[src/hdl/sxtok_pkg.sv]
package sxtok_pkg;

    localparam logic [2:0] KIND_LPAREN  = 3'd0;
    localparam logic [2:0] KIND_RPAREN  = 3'd1;
    localparam logic [2:0] KIND_STRING  = 3'd2;
    localparam logic [2:0] KIND_IDENT   = 3'd3;
    localparam logic [2:0] KIND_INT     = 3'd4;
    localparam logic [2:0] KIND_FLOAT   = 3'd5;
    localparam logic [2:0] KIND_KEYWORD = 3'd6;
    localparam logic [2:0] KIND_EOF     = 3'd7;

    localparam int MAX_RECS = 4;
    localparam int RIDX_W   = $clog2(MAX_RECS);
    localparam int RCNT_W   = $clog2(MAX_RECS + 1);

    localparam int Q_DEPTH  = 4;
    localparam int Q_AW     = $clog2(Q_DEPTH);
    localparam int Q_CW     = $clog2(Q_DEPTH + 1);

    typedef struct packed {
        logic       is_end;
        logic [7:0] data;
        logic [2:0] kind;
    } t_rec;

    typedef struct packed {
        logic [RCNT_W-1:0]       cnt;
        t_rec [MAX_RECS-1:0]     rec;
    } t_burst;

    typedef struct packed {
        logic full;
        logic empty;
    } t_q_stat;

endpackage

[src/hdl/sexpr_text_tokenizer.sv]
// Streaming lexer for S-expression source text.
// Input channel: one source byte per item (i_text_byte), or an end-of-input
// mark (i_end_flag = 1) that flushes any open token and ends with an
// end-of-file record. Accepted when i_valid is high and o_stall is low.
// Output channel: one record per item. record_kind 0 carries a token text
// byte in o_out_byte; record_kind 1 ends a token and carries its type in
// o_token_kind. o_last_of_run marks the final record caused by one input.
// Throughput: one input byte per cycle while each byte yields at most one
// record and i_stall is low; a byte yielding n records (n <= 4) sends them
// one at a time through the single-record output port, and the 4-entry
// burst queue between the lexer and the serializer absorbs such bursts
// before o_stall rises. The records of an input pass through the queue
// and then the registered output stage before they are shown.
// Reset (synchronous, active low) returns the lexer to the idle state
// between tokens and empties the queue and output stage.
// When the receiver raises i_stall, the shown record holds; the queue fills,
// and once it is full o_stall goes high until space frees up.
module sexpr_text_tokenizer
    import sxtok_pkg::*;
(
    input  logic       i_clk,
    input  logic       i_rst_n,
    input  logic       i_valid,
    output logic       o_stall,
    input  logic [7:0] i_text_byte,
    input  logic       i_end_flag,
    output logic       o_valid,
    input  logic       i_stall,
    output logic       o_record_kind,
    output logic [7:0] o_out_byte,
    output logic [2:0] o_token_kind,
    output logic       o_last_of_run
);

    t_q_stat w_q_stat;
    t_burst  w_push_burst;
    t_burst  w_head_burst;
    logic    w_push;
    logic    w_pop;

    sxtok_front u_front (
        .i_clk       (i_clk),
        .i_rst_n     (i_rst_n),
        .i_valid     (i_valid),
        .i_text_byte (i_text_byte),
        .i_end_flag  (i_end_flag),
        .i_q_stat    (w_q_stat),
        .o_stall     (o_stall),
        .o_push      (w_push),
        .o_burst     (w_push_burst)
    );

    sxtok_queue u_queue (
        .i_clk   (i_clk),
        .i_rst_n (i_rst_n),
        .i_push  (w_push),
        .i_burst (w_push_burst),
        .i_pop   (w_pop),
        .o_burst (w_head_burst),
        .o_stat  (w_q_stat)
    );

    sxtok_back u_back (
        .i_clk         (i_clk),
        .i_rst_n       (i_rst_n),
        .i_q_stat      (w_q_stat),
        .i_burst       (w_head_burst),
        .o_pop         (w_pop),
        .i_stall       (i_stall),
        .o_valid       (o_valid),
        .o_record_kind (o_record_kind),
        .o_out_byte    (o_out_byte),
        .o_token_kind  (o_token_kind),
        .o_last_of_run (o_last_of_run)
    );

endmodule

[src/hdl/sxtok_front.sv]
module sxtok_front
    import sxtok_pkg::*;
(
    input  logic       i_clk,
    input  logic       i_rst_n,
    input  logic       i_valid,
    input  logic [7:0] i_text_byte,
    input  logic       i_end_flag,
    input  t_q_stat    i_q_stat,
    output logic       o_stall,
    output logic       o_push,
    output t_burst     o_burst
);

    localparam logic [2:0] M_IDLE    = 3'd0;
    localparam logic [2:0] M_SEMI    = 3'd1;
    localparam logic [2:0] M_COMMENT = 3'd2;
    localparam logic [2:0] M_STRING  = 3'd3;
    localparam logic [2:0] M_ESCAPE  = 3'd4;
    localparam logic [2:0] M_IDENT   = 3'd5;
    localparam logic [2:0] M_NUMBER  = 3'd6;
    localparam logic [2:0] M_WORD    = 3'd7;

    localparam logic [7:0] CH_SEMI   = 8'h3B;
    localparam logic [7:0] CH_LPAR   = 8'h28;
    localparam logic [7:0] CH_RPAR   = 8'h29;
    localparam logic [7:0] CH_QUOTE  = 8'h22;
    localparam logic [7:0] CH_DOLLAR = 8'h24;
    localparam logic [7:0] CH_MINUS  = 8'h2D;
    localparam logic [7:0] CH_UNDER  = 8'h5F;
    localparam logic [7:0] CH_POINT  = 8'h2E;
    localparam logic [7:0] CH_BSLASH = 8'h5C;
    localparam logic [7:0] CH_NL     = 8'h0A;

    function automatic logic is_digit(logic [7:0] c);
        return c >= 8'h30 && c <= 8'h39;
    endfunction

    function automatic logic is_alpha(logic [7:0] c);
        return (c >= 8'h61 && c <= 8'h7A) || (c >= 8'h41 && c <= 8'h5A);
    endfunction

    function automatic logic is_space(logic [7:0] c);
        return c == 8'h20 || (c >= 8'h09 && c <= 8'h0D);
    endfunction

    function automatic logic in_word(logic [7:0] c);
        return is_digit(c) || is_alpha(c) || c == CH_UNDER || c == CH_POINT;
    endfunction

    function automatic logic in_number(logic [7:0] c);
        return is_digit(c) || c == CH_POINT || c == 8'h65 || c == 8'h45 || c == 8'h78
            || (c >= 8'h61 && c <= 8'h66) || (c >= 8'h41 && c <= 8'h46);
    endfunction

    function automatic t_burst put(t_burst b, logic is_end, logic [7:0] d, logic [2:0] k);
        t_burst o;
        o = b;
        o.rec[b.cnt[RIDX_W-1:0]] = '{is_end: is_end, data: d, kind: k};
        o.cnt = b.cnt + RCNT_W'(1);
        return o;
    endfunction

    logic [2:0] r_mode, n_mode;
    logic       r_point, n_point;
    logic       v_begin;
    t_burst     v_b;
    logic       w_accept;

    assign o_stall  = i_q_stat.full;
    assign w_accept = i_valid && !o_stall;

    always_comb begin
        n_mode  = r_mode;
        n_point = r_point;
        v_begin = 1'b0;
        v_b     = '0;
        if (i_end_flag) begin
            unique case (r_mode)
                M_SEMI: begin
                    v_b = put(v_b, 1'b0, CH_SEMI, KIND_LPAREN);
                    v_b = put(v_b, 1'b1, 8'd0, KIND_KEYWORD);
                end
                M_STRING, M_ESCAPE: v_b = put(v_b, 1'b1, 8'd0, KIND_STRING);
                M_IDENT:  v_b = put(v_b, 1'b1, 8'd0, KIND_IDENT);
                M_NUMBER: v_b = put(v_b, 1'b1, 8'd0, r_point ? KIND_FLOAT : KIND_INT);
                M_WORD:   v_b = put(v_b, 1'b1, 8'd0, KIND_KEYWORD);
                default: ;
            endcase
            v_b     = put(v_b, 1'b1, 8'd0, KIND_EOF);
            n_mode  = M_IDLE;
            n_point = 1'b0;
        end else begin
            unique case (r_mode)
                M_SEMI: begin
                    if (i_text_byte == CH_SEMI) begin
                        n_mode = M_COMMENT;
                    end else begin
                        v_b     = put(v_b, 1'b0, CH_SEMI, KIND_LPAREN);
                        v_b     = put(v_b, 1'b1, 8'd0, KIND_KEYWORD);
                        v_begin = 1'b1;
                    end
                end
                M_COMMENT: begin
                    if (i_text_byte == CH_NL) n_mode = M_IDLE;
                end
                M_STRING: begin
                    if (i_text_byte == CH_QUOTE) begin
                        v_b    = put(v_b, 1'b1, 8'd0, KIND_STRING);
                        n_mode = M_IDLE;
                    end else if (i_text_byte == CH_BSLASH) begin
                        n_mode = M_ESCAPE;
                    end else begin
                        v_b = put(v_b, 1'b0, i_text_byte, KIND_LPAREN);
                    end
                end
                M_ESCAPE: begin
                    v_b    = put(v_b, 1'b0, i_text_byte, KIND_LPAREN);
                    n_mode = M_STRING;
                end
                M_IDENT: begin
                    if (in_word(i_text_byte)) begin
                        v_b = put(v_b, 1'b0, i_text_byte, KIND_LPAREN);
                    end else begin
                        v_b     = put(v_b, 1'b1, 8'd0, KIND_IDENT);
                        v_begin = 1'b1;
                    end
                end
                M_NUMBER: begin
                    if (in_number(i_text_byte)) begin
                        v_b = put(v_b, 1'b0, i_text_byte, KIND_LPAREN);
                        if (i_text_byte == CH_POINT) n_point = 1'b1;
                    end else begin
                        v_b     = put(v_b, 1'b1, 8'd0, r_point ? KIND_FLOAT : KIND_INT);
                        v_begin = 1'b1;
                    end
                end
                M_WORD: begin
                    if (in_word(i_text_byte)) begin
                        v_b = put(v_b, 1'b0, i_text_byte, KIND_LPAREN);
                    end else begin
                        v_b     = put(v_b, 1'b1, 8'd0, KIND_KEYWORD);
                        v_begin = 1'b1;
                    end
                end
                default: v_begin = 1'b1;
            endcase

            // start of a new token
            if (v_begin) begin
                n_mode  = M_IDLE;
                n_point = 1'b0;
                if (is_space(i_text_byte)) begin
                    n_mode = M_IDLE;
                end else if (i_text_byte == CH_SEMI) begin
                    n_mode = M_SEMI;
                end else if (i_text_byte == CH_LPAR) begin
                    v_b = put(v_b, 1'b0, i_text_byte, KIND_LPAREN);
                    v_b = put(v_b, 1'b1, 8'd0, KIND_LPAREN);
                end else if (i_text_byte == CH_RPAR) begin
                    v_b = put(v_b, 1'b0, i_text_byte, KIND_LPAREN);
                    v_b = put(v_b, 1'b1, 8'd0, KIND_RPAREN);
                end else if (i_text_byte == CH_QUOTE) begin
                    n_mode = M_STRING;
                end else if (i_text_byte == CH_DOLLAR) begin
                    v_b    = put(v_b, 1'b0, i_text_byte, KIND_LPAREN);
                    n_mode = M_IDENT;
                end else if (is_digit(i_text_byte) || i_text_byte == CH_MINUS) begin
                    v_b    = put(v_b, 1'b0, i_text_byte, KIND_LPAREN);
                    n_mode = M_NUMBER;
                end else if (is_alpha(i_text_byte)) begin
                    v_b    = put(v_b, 1'b0, i_text_byte, KIND_LPAREN);
                    n_mode = M_WORD;
                end else begin
                    v_b = put(v_b, 1'b0, i_text_byte, KIND_LPAREN);
                    v_b = put(v_b, 1'b1, 8'd0, KIND_KEYWORD);
                end
            end
        end
    end

    assign o_burst = v_b;
    assign o_push  = w_accept && (v_b.cnt != '0);

    always_ff @(posedge i_clk) begin
        if (!i_rst_n) begin
            r_mode  <= M_IDLE;
            r_point <= 1'b0;
        end else if (w_accept) begin
            r_mode  <= n_mode;
            r_point <= n_point;
        end
    end

endmodule

[src/hdl/sxtok_queue.sv]
module sxtok_queue
    import sxtok_pkg::*;
(
    input  logic    i_clk,
    input  logic    i_rst_n,
    input  logic    i_push,
    input  t_burst  i_burst,
    input  logic    i_pop,
    output t_burst  o_burst,
    output t_q_stat o_stat
);

    t_burst            r_mem [Q_DEPTH];
    logic [Q_AW-1:0]   r_wp;
    logic [Q_AW-1:0]   r_rp;
    logic [Q_CW-1:0]   r_cnt;
    logic              w_push;
    logic              w_pop;

    assign o_stat.full  = (r_cnt == Q_CW'(Q_DEPTH));
    assign o_stat.empty = (r_cnt == '0);
    assign w_push       = i_push && !o_stat.full;
    assign w_pop        = i_pop && !o_stat.empty;
    assign o_burst      = r_mem[r_rp];

    always_ff @(posedge i_clk) begin
        if (w_push) r_mem[r_wp] <= i_burst;
    end

    always_ff @(posedge i_clk) begin
        if (!i_rst_n) begin
            r_wp  <= '0;
            r_rp  <= '0;
            r_cnt <= '0;
        end else begin
            if (w_push) r_wp <= r_wp + Q_AW'(1);
            if (w_pop)  r_rp <= r_rp + Q_AW'(1);
            if (w_push && !w_pop) begin
                r_cnt <= r_cnt + Q_CW'(1);
            end else if (w_pop && !w_push) begin
                r_cnt <= r_cnt - Q_CW'(1);
            end
        end
    end

endmodule

[src/hdl/sxtok_back.sv]
module sxtok_back
    import sxtok_pkg::*;
(
    input  logic       i_clk,
    input  logic       i_rst_n,
    input  t_q_stat    i_q_stat,
    input  t_burst     i_burst,
    output logic       o_pop,
    input  logic       i_stall,
    output logic       o_valid,
    output logic       o_record_kind,
    output logic [7:0] o_out_byte,
    output logic [2:0] o_token_kind,
    output logic       o_last_of_run
);

    t_burst            r_burst;
    logic [RIDX_W-1:0] r_idx;
    logic              r_valid;
    logic              w_last;
    t_rec              w_rec;

    assign w_rec  = r_burst.rec[r_idx];
    assign w_last = (RCNT_W'(r_idx) + RCNT_W'(1)) == r_burst.cnt;
    assign o_pop  = !i_q_stat.empty && (!r_valid || (!i_stall && w_last));

    assign o_valid       = r_valid;
    assign o_record_kind = w_rec.is_end;
    assign o_out_byte    = w_rec.data;
    assign o_token_kind  = w_rec.kind;
    assign o_last_of_run = w_last;

    always_ff @(posedge i_clk) begin
        if (o_pop) r_burst <= i_burst;
    end

    always_ff @(posedge i_clk) begin
        if (!i_rst_n) begin
            r_valid <= 1'b0;
            r_idx   <= '0;
        end else if (o_pop) begin
            r_valid <= 1'b1;
            r_idx   <= '0;
        end else if (r_valid && !i_stall) begin
            if (w_last) begin
                r_valid <= 1'b0;
            end else begin
                r_idx <= r_idx + RIDX_W'(1);
            end
        end
    end

endmodule

[config.mk]
export PLATFORM = sky130hd
export DESIGN_NAME = sexpr_text_tokenizer
export DESIGN_NICKNAME = d
export VERILOG_FILES = /design/src/hdl/sxtok_pkg.sv /design/src/hdl/sexpr_text_tokenizer.sv /design/src/hdl/sxtok_front.sv /design/src/hdl/sxtok_queue.sv /design/src/hdl/sxtok_back.sv
export SDC_FILE = /design/constraint.sdc
export NUM_CORES = 1
export LEC_CHECK = 0
export BUFFER_PORTS_ARGS = -buffer_cell sky130_fd_sc_hd__buf_2
export CAP_MARGIN = 10
export CORE_MARGIN = 1
export CORE_UTILIZATION = 55
export CTS_CLUSTER_DIAMETER = 150
export DETAILED_ROUTE_END_ITERATION = 8
export PLACE_DENSITY = 0.8
export SLEW_MARGIN = 25
export SYNTH_ARGS = -nofsm -noshare
export SYNTH_HDL_FRONTEND = slang
export SYNTH_SLANG_ARGS = --single-unit
[constraint.sdc]
create_clock -name i_clk -period 15.6 [get_ports i_clk]
set_clock_uncertainty 0.05 [all_clocks]
set_input_delay 3.12 -clock i_clk [delete_from_list [all_inputs] [get_ports i_clk]]
set_output_delay 3.12 -clock i_clk [all_outputs]
set_load 0.1 [all_outputs]
; ---- Word-level counts from Yosys, hierarchy flattened
; Memory sizes are Yosys's and may differ from the RTL's. A register that Yosys moved wholly into a read port is not among the register bits.
; Cells that the tools add are included.
[word_totals]
ff_bits = 14
mem_bits_rw = 204
input_bits = 13
memories = 1
[memory_table]
columns = name, words, word_bits, rd, rd_clocked_by_memory_dff, wr, line_no
row1 = u_queue.r_mem, 4, 51, 1, 1, 1, sxtok_queue.sv:13  ; t_burst r_mem [Q_DEPTH];
[classes]
add_sub_neg = 9
n_lt_le_gt_ge = 17
n_eq_ne = 26
muxes = 62
n_bitwise = 14
reduce_logical = 54
[op_table]
columns = operator, n
row1 = $mux 51, 13
row2 = $pmux 51 s6, 1
row3 = $pmux 50 s5, 1
row4 = $mux 12, 7
row5 = $demux 12 s2, 3
row6 = $eq 8x6->1 const B, 8
row7 = $mux 50, 1
row8 = $mux 49, 1
row9 = $bwmux 48, 1
row10 = $mux 3, 16
row11 = $and 44x44->44, 1
row12 = $not 44->44, 1
row13 = $and 40x40->40, 1
row14 = $eq 8x7->1 const B, 5
row15 = $not 40->40, 1
row16 = $and 36x36->36, 1
row17 = $not 36->36, 1
row18 = $and 32x32->32, 1
row19 = $le 8x7->1 const B, 4
row20 = $not 32->32, 1
row21 = $bmux 12 s2, 1
row22 = $logic_and 1x1->1, 18
row23 = $ge 8x7->1 const B, 2
row24 = $or 16x16->16, 1
row25 = other kinds (35), 91

; ---- Logic depth before layout (Yosys ltp)
; Gate-level depths: netlist of run 1.
[depth]
depth_word = 35
depth_mapped = 18
mapped_depth_nobuf = 17

; ---- Hierarchy
; Synthesis of run 1 repeated with hierarchy kept, for this count alone.
[unflattened]
hier_cells = 704
hier_area_um2 = 12046.6
[by_module_without_submodules]
columns = mod, n_inst, cells_each, area_per_inst_um2, seq_area_each_um2
row1 = sxtok_queue, 1, 315, 7907.6, 6306.0
row2 = sxtok_front, 1, 306, 2117.0, 80.1
row3 = sxtok_back, 1, 83, 2021.9, 1591.5

; ---- Least setup slack after synthesis of run 1
; Ideal clock, no wire load.
[synth_path]
kind = input to register
startpoint = in i_text_byte[3]
endpoint = mem u_queue.r_mem[0][0] in the netlist's numbering, enable pin
t_arrival_ns = 6.578
path_slack_ns = 8.561
cell_stages = 12
path_buffers = 2
path_cell_list = buf_2 > clkbuf_1 > nand3_1 > or4_4 > a31oi_4 > ha_1 > or2_2 > nor3_1 > o311ai_2 > a221oi_4 > a21oi_2 > and2_1
[synth_via]
elab_chain_len = 22
word_cells_on_any_way = 68
cone_classes = add/sub (2) / order compare (10) / eq/ne (13) / mux (22) / reduce/logical (21)
[synth_lines]
columns = element, line_no
row1 = from (decl), sexpr_text_tokenizer.sv:25  ; input logic [7:0] i_text_byte,
row2 = $eq 8x7->1, sxtok_front.sv:111  ; end else if (i_text_byte == CH_BSLASH) begin
row3 = $mux 49, sxtok_front.sv:111
row4 = $mux 51, sxtok_front.sv:108  ; if (i_text_byte == CH_QUOTE) begin
row5 = $pmux 51 s6, sxtok_front.sv:94  ; unique case (r_mode)
row6 = $mux 51, sxtok_front.sv:78  ; if (i_end_flag) begin
row7 = $add 3x1->3 (2 in a row), sxtok_front.sv:60  ; o.cnt = b.cnt + RCNT_W'(1);
row8 = $mux 51, sxtok_front.sv:171  ; end else if (is_alpha(i_text_byte)) begin
row9 = $mux 51, sxtok_front.sv:168  ; end else if (is_digit(i_text_byte) || i_text_byte == CH_MINUS) begin
row10 = [6 not listed], n/a
row11 = $mux 51 *, sxtok_front.sv:150  ; if (v_begin) begin
row12 = $mux 51 *, sxtok_front.sv:78
row13 = $reduce_bool 3->1 *, sxtok_front.sv:183  ; assign o_push = w_accept && (v_b.cnt != '0);
row14 = $logic_and 1x1->1 *, sxtok_front.sv:183
row15 = $logic_and 1x1->1 *, sxtok_queue.sv:22  ; assign w_push = i_push && !o_stat.full;
row16 = net u_queue.w_push, sxtok_queue.sv:17  ; logic w_push;
row17 = $mux 1 *, sxtok_queue.sv:27  ; if (w_push) r_mem[r_wp] <= i_burst;
row18 = $mux 1 (not written as such) *, sxtok_queue.sv:27
row19 = to (decl), sxtok_queue.sv:13
; Mark *: on every way through the listed nets, which the timed path passes. The rest lies on a longest branch. The select of a mux whose other input is x is not followed.

; ---- Worst setup path after layout of run 1
[layout_path]
startpoint = in i_text_byte[6]
endpoint = reg u_queue.r_cnt[2]
[layout_via]
elab_chain_len = 23
word_cells_on_any_way = 71
cone_classes = add/sub (2) / order compare (10) / eq/ne (13) / mux (21) / reduce/logical (25)
[layout_lines]
columns = element, line_no
row1 = $eq 8x7->1, sxtok_front.sv:111
row2 = $mux 49, sxtok_front.sv:111
row3 = $mux 51, sxtok_front.sv:108
row4 = $pmux 51 s6, sxtok_front.sv:94
row5 = $mux 51, sxtok_front.sv:78
row6 = $add 3x1->3 (2 in a row), sxtok_front.sv:60
row7 = $mux 51, sxtok_front.sv:171
row8 = $mux 51, sxtok_front.sv:168
row9 = [7 not listed], n/a
row10 = $mux 51 *, sxtok_front.sv:78
row11 = $reduce_bool 3->1 *, sxtok_front.sv:183
row12 = $logic_and 1x1->1 *, sxtok_front.sv:183
row13 = $logic_and 1x1->1 *, sxtok_queue.sv:22
row14 = net u_queue.w_push, sxtok_queue.sv:17
row15 = $logic_not 1->1, sxtok_queue.sv:40  ; end else if (w_pop && !w_push) begin
row16 = $logic_and 1x1->1, sxtok_queue.sv:40
row17 = $reduce_bool 2->1 (no line), n/a
row18 = to (signal assigned), sxtok_queue.sv:39  ; r_cnt <= r_cnt + Q_CW'(1);
row19 = to (signal assigned), sxtok_queue.sv:41  ; r_cnt <= r_cnt - Q_CW'(1);
row20 = to (decl), sxtok_queue.sv:16  ; logic [Q_CW-1:0] r_cnt;
; Marked as above.
; A chain may end at the register's enable or synchronous reset.

==> results of run 1 <==
power by group:
group	switching (mW)	total, mW	internal [mW]
Clock	0.243	0.621	0.378
Combinational	0.366	0.546	0.180
Sequential	0.0542	0.977	0.923
Total	0.664	2.14	1.48
routing by layer:
metal  vias to the layer above  track usage (%)  share of wire [%]  wire, µm
li1                       2742                -                  -         -
met3                        29            2.987                5.4      1258
met1                      3223            32.59                 43     10120
met4                         0            7.000                1.9       435
met2                       215            37.67                 50     11690
met5                         -                0                  0         0
worst max-delay path, cell delays in order:
cell,delay (ns)
sky130_fd_sc_hd__buf_2,0.19
sky130_fd_sc_hd__or3b_4,0.43
sky130_fd_sc_hd__or4_4,0.52
sky130_fd_sc_hd__a31oi_4,0.24
sky130_fd_sc_hd__ha_1,0.31
sky130_fd_sc_hd__or2_2,0.17
sky130_fd_sc_hd__nor3_1,0.05
sky130_fd_sc_hd__o311ai_2,0.33
sky130_fd_sc_hd__a221oi_4,0.13
sky130_fd_sc_hd__a21oi_2,0.24
sky130_fd_sc_hd__ha_1,0.23
sky130_fd_sc_hd__inv_1,0.07
sky130_fd_sc_hd__fa_1,0.38
sky130_fd_sc_hd__xor2_1,0.16
sky130_fd_sc_hd__or3_1,0.30
sky130_fd_sc_hd__a21boi_0,0.16
area by class of cell:
class / count / area (µm²)
sequential: 254 / 7492
fill: 1414 / 7268
multi-input combinational: 367 / 3548
clock buffer: 28 / 636.9
tap: 265 / 331.6
clock inverter: 18 / 225.2
timing repair buffer: 35 / 207.7
inverter: 18 / 71.32
flip-flops by register name, summed over array words and instances (netlist names):
register         cells
u_queue.r_wp         2
u_front.r_point      1
u_queue.r_mem      192
u_queue.r_rp         2
u_back.o_valid       1
u_back.r_burst      48
u_back.r_idx         2
u_queue.r_cnt        3
u_front.r_mode       3
how the worst max path moves through the flow:
| stage | to | slack, ns | from | depth (start not counted) |
|---|---|---|---|---|
| final | u_queue.r_cnt[2] | 8.95 | i_text_byte[6] | 16 |
| after global routing | u_queue.r_cnt[2] | 8.72 | i_text_byte[6] | 17 |
| after CTS | u_queue.r_cnt[2] | 8.97 | i_text_byte[5] | 17 |
| after detailed placement | u_queue.r_cnt[2] | 8.48 | i_text_byte[5] | 17 |
| after global placement | u_queue.r_cnt[2] | 8.57 | i_text_byte[5] | 17 |
| after floorplan | u_queue.r_mem[0][0] | 8.56 | i_text_byte[3] | 12 |
per-stage QoR:
| step | total power [mW] | setup WS, ns |
|---|---|---|
| floorplan | 1.419 | 8.561 |
| global placement | 1.513 | 8.570 |
| detailed placement | 1.534 | 8.481 |
| CTS | 2.160 | 8.968 |
| global route | 2.228 | 8.718 |
| finish | 2.144 | 8.948 |
layout by cell type (no fill, tap or decap), types with 7 or more instances in the layout:
master / instances
sky130_fd_sc_hd__o21ai_0: 18
sky130_fd_sc_hd__mux4_2: 60
sky130_fd_sc_hd__clkbuf_16: 25
sky130_fd_sc_hd__inv_1: 15
sky130_fd_sc_hd__clkinv_2: 8
sky130_fd_sc_hd__ha_1: 17
sky130_fd_sc_hd__nand2b_1: 8
sky130_fd_sc_hd__buf_4: 7
sky130_fd_sc_hd__nor3_1: 13
sky130_fd_sc_hd__edfxtp_1: 240
sky130_fd_sc_hd__a21oi_1: 15
sky130_fd_sc_hd__nor2_1: 16
sky130_fd_sc_hd__dfxtp_1: 12
sky130_fd_sc_hd__nand3_1: 12
sky130_fd_sc_hd__nand2_1: 36
sky130_fd_sc_hd__and2_1: 32
sky130_fd_sc_hd__buf_2: 27
kinds of logic after synthesis:
group	count (synthesis)	synth area share [%]
DFF	254	66.49
buffers and inverters	52	2.044
and+or+nand+nor	178	9.300
AOI/OAI and AO/OA	98	7.045
xor gates and xnor gates	9	0.7000
adders and majority gates	18	2.067
muxes	64	12.36
==> results.toml, run 1 <==
[timing]
setup_repair_after_global_routing_missed_its_margin = "no"
post_route_fraction_of_the_period_consumed_by_the_critical_path_pct = 42.64
clock.fmax_mhz = 150.3
final.min_clock_period_ns = 6.652
hold_violation_total_from_the_final_report = 0
final_max_slew_viol_count = 0
totalNegativeSetupSlack_ns = 0
slew-limit-headroom_pct = 40.00
timing.hold.ws_ns = 0.4861
setup_viol_count_final = 0
tightestPinTransition_ns = 0.9000

[cells_and_area]
area.growth.synth_to_final_pct = 11.12
post-route-util_pct = 63.26
n_antenna_cell = 0
finish.net_count = 732
final_cells = 985
design_area_um2 = 12510
drive_gt1_share_pct = 25.97

[logic_synthesis]
synthMostInstantiatedCell = "sky130_fd_sc_hd__edfxtp_1"
cell_type_with_the_highest_aggregate_area_in_the_netlist = "sky130_fd_sc_hd__edfxtp_1"
synth.yosys.warnings = 0
postSynthRegisterBits = 254
ys_dominant_reg_cell = "sky130_fd_sc_hd__edfxtp_1"
synth_enable_flop_cells = 240
netlist.area_leader.share_pct = 64.00
postSynth.asyncResetShare_pct = 0
mappedNetlistArea_um2 = 11260
yosys-top-cells-area = "sky130_fd_sc_hd__edfxtp_1 64%, sky130_fd_sc_hd__mux4_2 12%, sky130_fd_sc_hd__dfxtp_1 2.5%, sky130_fd_sc_hd__and2_1 2.0%, sky130_fd_sc_hd__ha_1 1.9%"
synth.distinct_cells = 78
synth_top_cells_by_count = "240 x sky130_fd_sc_hd__edfxtp_1, 60 x sky130_fd_sc_hd__mux4_2, 36 x sky130_fd_sc_hd__and2_1, 36 x sky130_fd_sc_hd__nand2_1, 21 x sky130_fd_sc_hd__clkbuf_1"
number_of_nets_produced_by_synthesis = 704
sequential_cell_area_fraction_in_the_yosys_report_pct = 66.49
syn_avg_cell_area_um2 = 16.73
syn_inst = 673

[clock_tree]
clock-sinks = 254
clock_latency_ns = 0.52
hold_buffers = 0
postCtsResizedCells = 0
clk_pin_slew_worst_paths_ns = 0.06
cts_max_path_buffers = 3
post-cts-setup-buffers = 0
cts_tree = "yes"
cts_root_buf = "sky130_fd_sc_hd__clkbuf_16"
cts_inserted_buffers = 25
cts.htree.levels = 1

[drt]
detailed_routing_iterations_pass_1 = 5
remaining_drc_errors = 0
drt_iter0_markers = 540
route.detailed.vias_per_inst = 6.304
postRouteAntennaNets = 0
routed_wl_um = 23510
wl_per_cell_um = 23.87
route.vias.total = 6209

[placed_design]
place_area_um2 = 11630
gpl.final_weighted_congestion = 0.8802
dp_hpwl_um = 14490
io_buffers = 27
placed_cells_incl_taps = 938

[setup_path]
critPathRequiredTime_ns = 15.98
criticalPathCategory = "input pin to register"
regToRegStartpoint = "u_front.r_mode[2]"
ff2ff_path_depth = 16
ff2ff_setup_slack_ns = 11.29
startpoint_types = "input pin"
path_max_fanout = 9
cp.arrival_ns = 7.03
critPathCaptureType = "register"
r2r_end = "u_queue.r_cnt[2]"

[grt]
largest_net_degree_at_the_start_of_global_routing = 51
grt_pass1_wl_um = 37340
antenna_found_initial = 0
grtUsageTotal_pct = 23.05
overflow = 0
first_global_vias = 6499

[flow_run]
cap_viol_max_count = 0

[status]
outcome = "completed"

[die]
die_height_um = 145.1
floorplan.rows = 51
initial_core_util_pct = 56.93
io-pin-count = 28
core_area_um2 = 19780
chipWidth_um = 145.1
dieArea_um2 = 21050

[hold_path]
worst_hold_path.endpoint = "u_queue.r_cnt[2]"
startpoint_of_the_worst_hold_path = "u_queue.r_cnt[2]"
hold_class = "register to register"
min_path_cells = 2

[pwr]
power_leakage_nw = 4.065
power_per_cell_area_nw_per_um2 = 171.4
irDropWorstVdd_v = 0.0001044
(Power assumes the default switching activity.)
==> run 2: changes to the inputs <==
PLACE_DENSITY = 0.82   (was 0.8)
clock period = 5.9 ns   (was 15.6 ns; I/O delays follow)
==> results.toml, run 2 (synthesized netlist as in run 1, its figures left out) <==
[status]
outcome = "completed"

[setup_path]
criticalPathCategory = "input pin to register"
critPathRequiredTime_ns = 6.29
slowest_stage = "sky130_fd_sc_hd__or4_4"
regToRegStartpoint = "u_front.r_mode[2]"
critPathCaptureType = "register"
cp.arrival_ns = 5.15
cp_cell_sequence = "buf_2, or3b_4, or4_4, a31oi_4, inv_2, ha_1, or2_2, nor3_1, o311ai_2, a221oi_4, a21oi_2, ha_1, inv_1, fa_1, xor2_1, or3_1, a21boi_0"
crit_top_cell = "sky130_fd_sc_hd__ha_1"
startpoint_types = "input pin"
path_max_fanout = 9
critPathMaxStageDelay_ns = 0.52
critical_path.startpoint = "i_text_byte[6]"
ff2ff_path_depth = 16

[cells_and_area]
n_antenna_cell = 0
mostFrequentLayoutCell = "sky130_fd_sc_hd__edfxtp_1"
top_regs = "u_queue.r_mem (192), u_back.r_burst (48)"
largest_register_ff_count = 192
area.growth.synth_to_final_pct = 11.29
drive_gt1_share_pct = 25.55
regMostFlops = "u_queue.r_mem"
layout.filler_cells = 1364
finish.net_count = 735
most-common-layout-cells = "240 x sky130_fd_sc_hd__edfxtp_1, 60 x sky130_fd_sc_hd__mux4_2, 36 x sky130_fd_sc_hd__nand2_1"

[timing]
tightestPinTransition_ns = 1.001
setup_viol_count_final = 0
setup_repair_after_global_routing_missed_its_margin = "no"
slew-limit-headroom_pct = 33.20
final.min_clock_period_ns = 4.759
hold_violation_total_from_the_final_report = 0
clock.fmax_mhz = 210.1
layout_setup_ws_ns = 1.141
post_route_fraction_of_the_period_consumed_by_the_critical_path_pct = 80.66
totalNegativeSetupSlack_ns = 0
final_max_slew_viol_count = 0

[clock_tree]
post-cts-setup-buffers = 0
clk_pin_slew_worst_paths_ns = 0.06
clock_latency_ns = 0.52
cts_root_buf = "sky130_fd_sc_hd__clkbuf_16"
cts_max_path_buffers = 3
postCtsResizedCells = 0
hold_buffers = 0
cts_tree = "yes"
cts.htree.levels = 1
cts_inserted_buffers = 26
clock-sinks = 254

[die]
dieArea_um2 = 21050
core_area_um2 = 19780
io-pin-count = 28
floorplan.rows = 51
initial_core_util_pct = 56.93
die_height_um = 145.1
chipWidth_um = 145.1

[pwr]
total_switching_power_mw = 1.769
power_leakage_nw = 4.072
power.share.clock_pct = 27.8
power.share.switching_pct = 31.53
internal_power_mw = 3.841
power_frac_comb_pct = 26.6
power_per_cell_area_nw_per_um2 = 447.7
irDropWorstVdd_v = 0.0001984
seq_power_share_pct = 45.6

[placed_design]
io_buffers = 27
gpl.final_weighted_congestion = 0.8839
placement.setup.worst_slack_ns = 0.6505
dp_hpwl_um = 15290

[grt]
largest_net_degree_at_the_start_of_global_routing = 51
overflow = 0
grtUsageTotal_pct = 23.93
first_global_vias = 6511
grt_pass1_wl_um = 38200
antenna_found_initial = 0

[drt]
detailed_routing_iterations_pass_1 = 5
routed_wl_um = 24570
wl_per_cell_um = 24.84
drt_iter0_markers = 442
remaining_drc_errors = 0
route.detailed.vias_per_inst = 6.327
route.vias.total = 6257
postRouteAntennaNets = 0

[hold_path]
startpoint_of_the_worst_hold_path = "u_queue.r_cnt[2]"
hold_class = "register to register"
min_path_cells = 2

[flow_run]
cap_viol_max_count = 0
-- run 2: changes by cell type in the layout (fill, tap and decap cells not counted) --
cell	previous run	this run
sky130_fd_sc_hd__buf_6	0	1
sky130_fd_sc_hd__bufinv_16	5	2
sky130_fd_sc_hd__inv_6	1	0
sky130_fd_sc_hd__clkinv_1	2	7
sky130_fd_sc_hd__clkinv_4	1	2
sky130_fd_sc_hd__clkbuf_16	25	27
sky130_fd_sc_hd__buf_4	7	5
sky130_fd_sc_hd__clkinvlp_4	2	0
sky130_fd_sc_hd__clkbuf_1	3	4
sky130_fd_sc_hd__clkinv_2	8	7
sky130_fd_sc_hd__buf_12	1	4
-- run 2: layout make-up --
class,instances,area (µm²),area share [%]
Clock inverter,17,133.9,1.068
Multi-Input combinational cell,367,3548,28.31
Tap cell,265,331.6,2.646
Inverter,18,71.32,0.5691
Clock buffer,31,690.7,5.511
Sequential cell,254,7492,59.78
Timing Repair Buffer,37,264.0,2.107
-- run 2: final timing paths --
path                                    endpoint  slack (ns)
worst min register to register  u_queue.r_cnt[2]        0.49
worst max register to register  u_queue.r_cnt[2]        1.62
worst max-delay path            u_queue.r_cnt[2]        1.14
worst min-delay path            u_queue.r_cnt[2]        0.49
-- run 2: per-stage QoR --
stage | instances | utilization (%) | hold WS, ns | instance area [µm²] | power (mW)
CTS | 989 | 63.33 | 0.4791 | 12530 | 5.653
global route | 989 | 63.35 | 0.5102 | 12530 | 5.823
detailed placement | 941 | 59.16 | 0.4692 | 11700 | 4.085
finish | 989 | 63.35 | 0.4871 | 12530 | 5.610
global placement | 941 | 59.16 | 0.4523 | 11700 | 4.023
floorplan | 673 | - | 0.4358 | 11260 | 3.751
-- run 2: routing by layer --
layer / vias to the layer above / track usage [%] / wire [µm]
met3: 39 / 2.516 / 1316
li1: 2756 / - / -
met4: 0 / 6.053 / 434
met2: 255 / 40.34 / 12170
met5: - / 0 / 0
met1: 3207 / 33.63 / 10640
-- run 2: power groups by stage --
stage	Combinational [mW]	Clock [mW]	Sequential, mW
2_1_floorplan	1.20	0	2.56
3_3_place_gp	1.47	0	2.55
3_5_place_dp	1.50	0	2.58
4_1_cts	1.51	1.58	2.56
5_1_grt	1.58	1.66	2.59
6_report	1.49	1.56	2.56
-- run 2: worst max-delay path, delay by kind of cell --
kind            cells  cell delay, ns
buf+inv             3            0.38
compound gates      5            1.03
simple gates        5            1.79
fa+ha+maj           3            0.68
xor+xnor            1            0.07
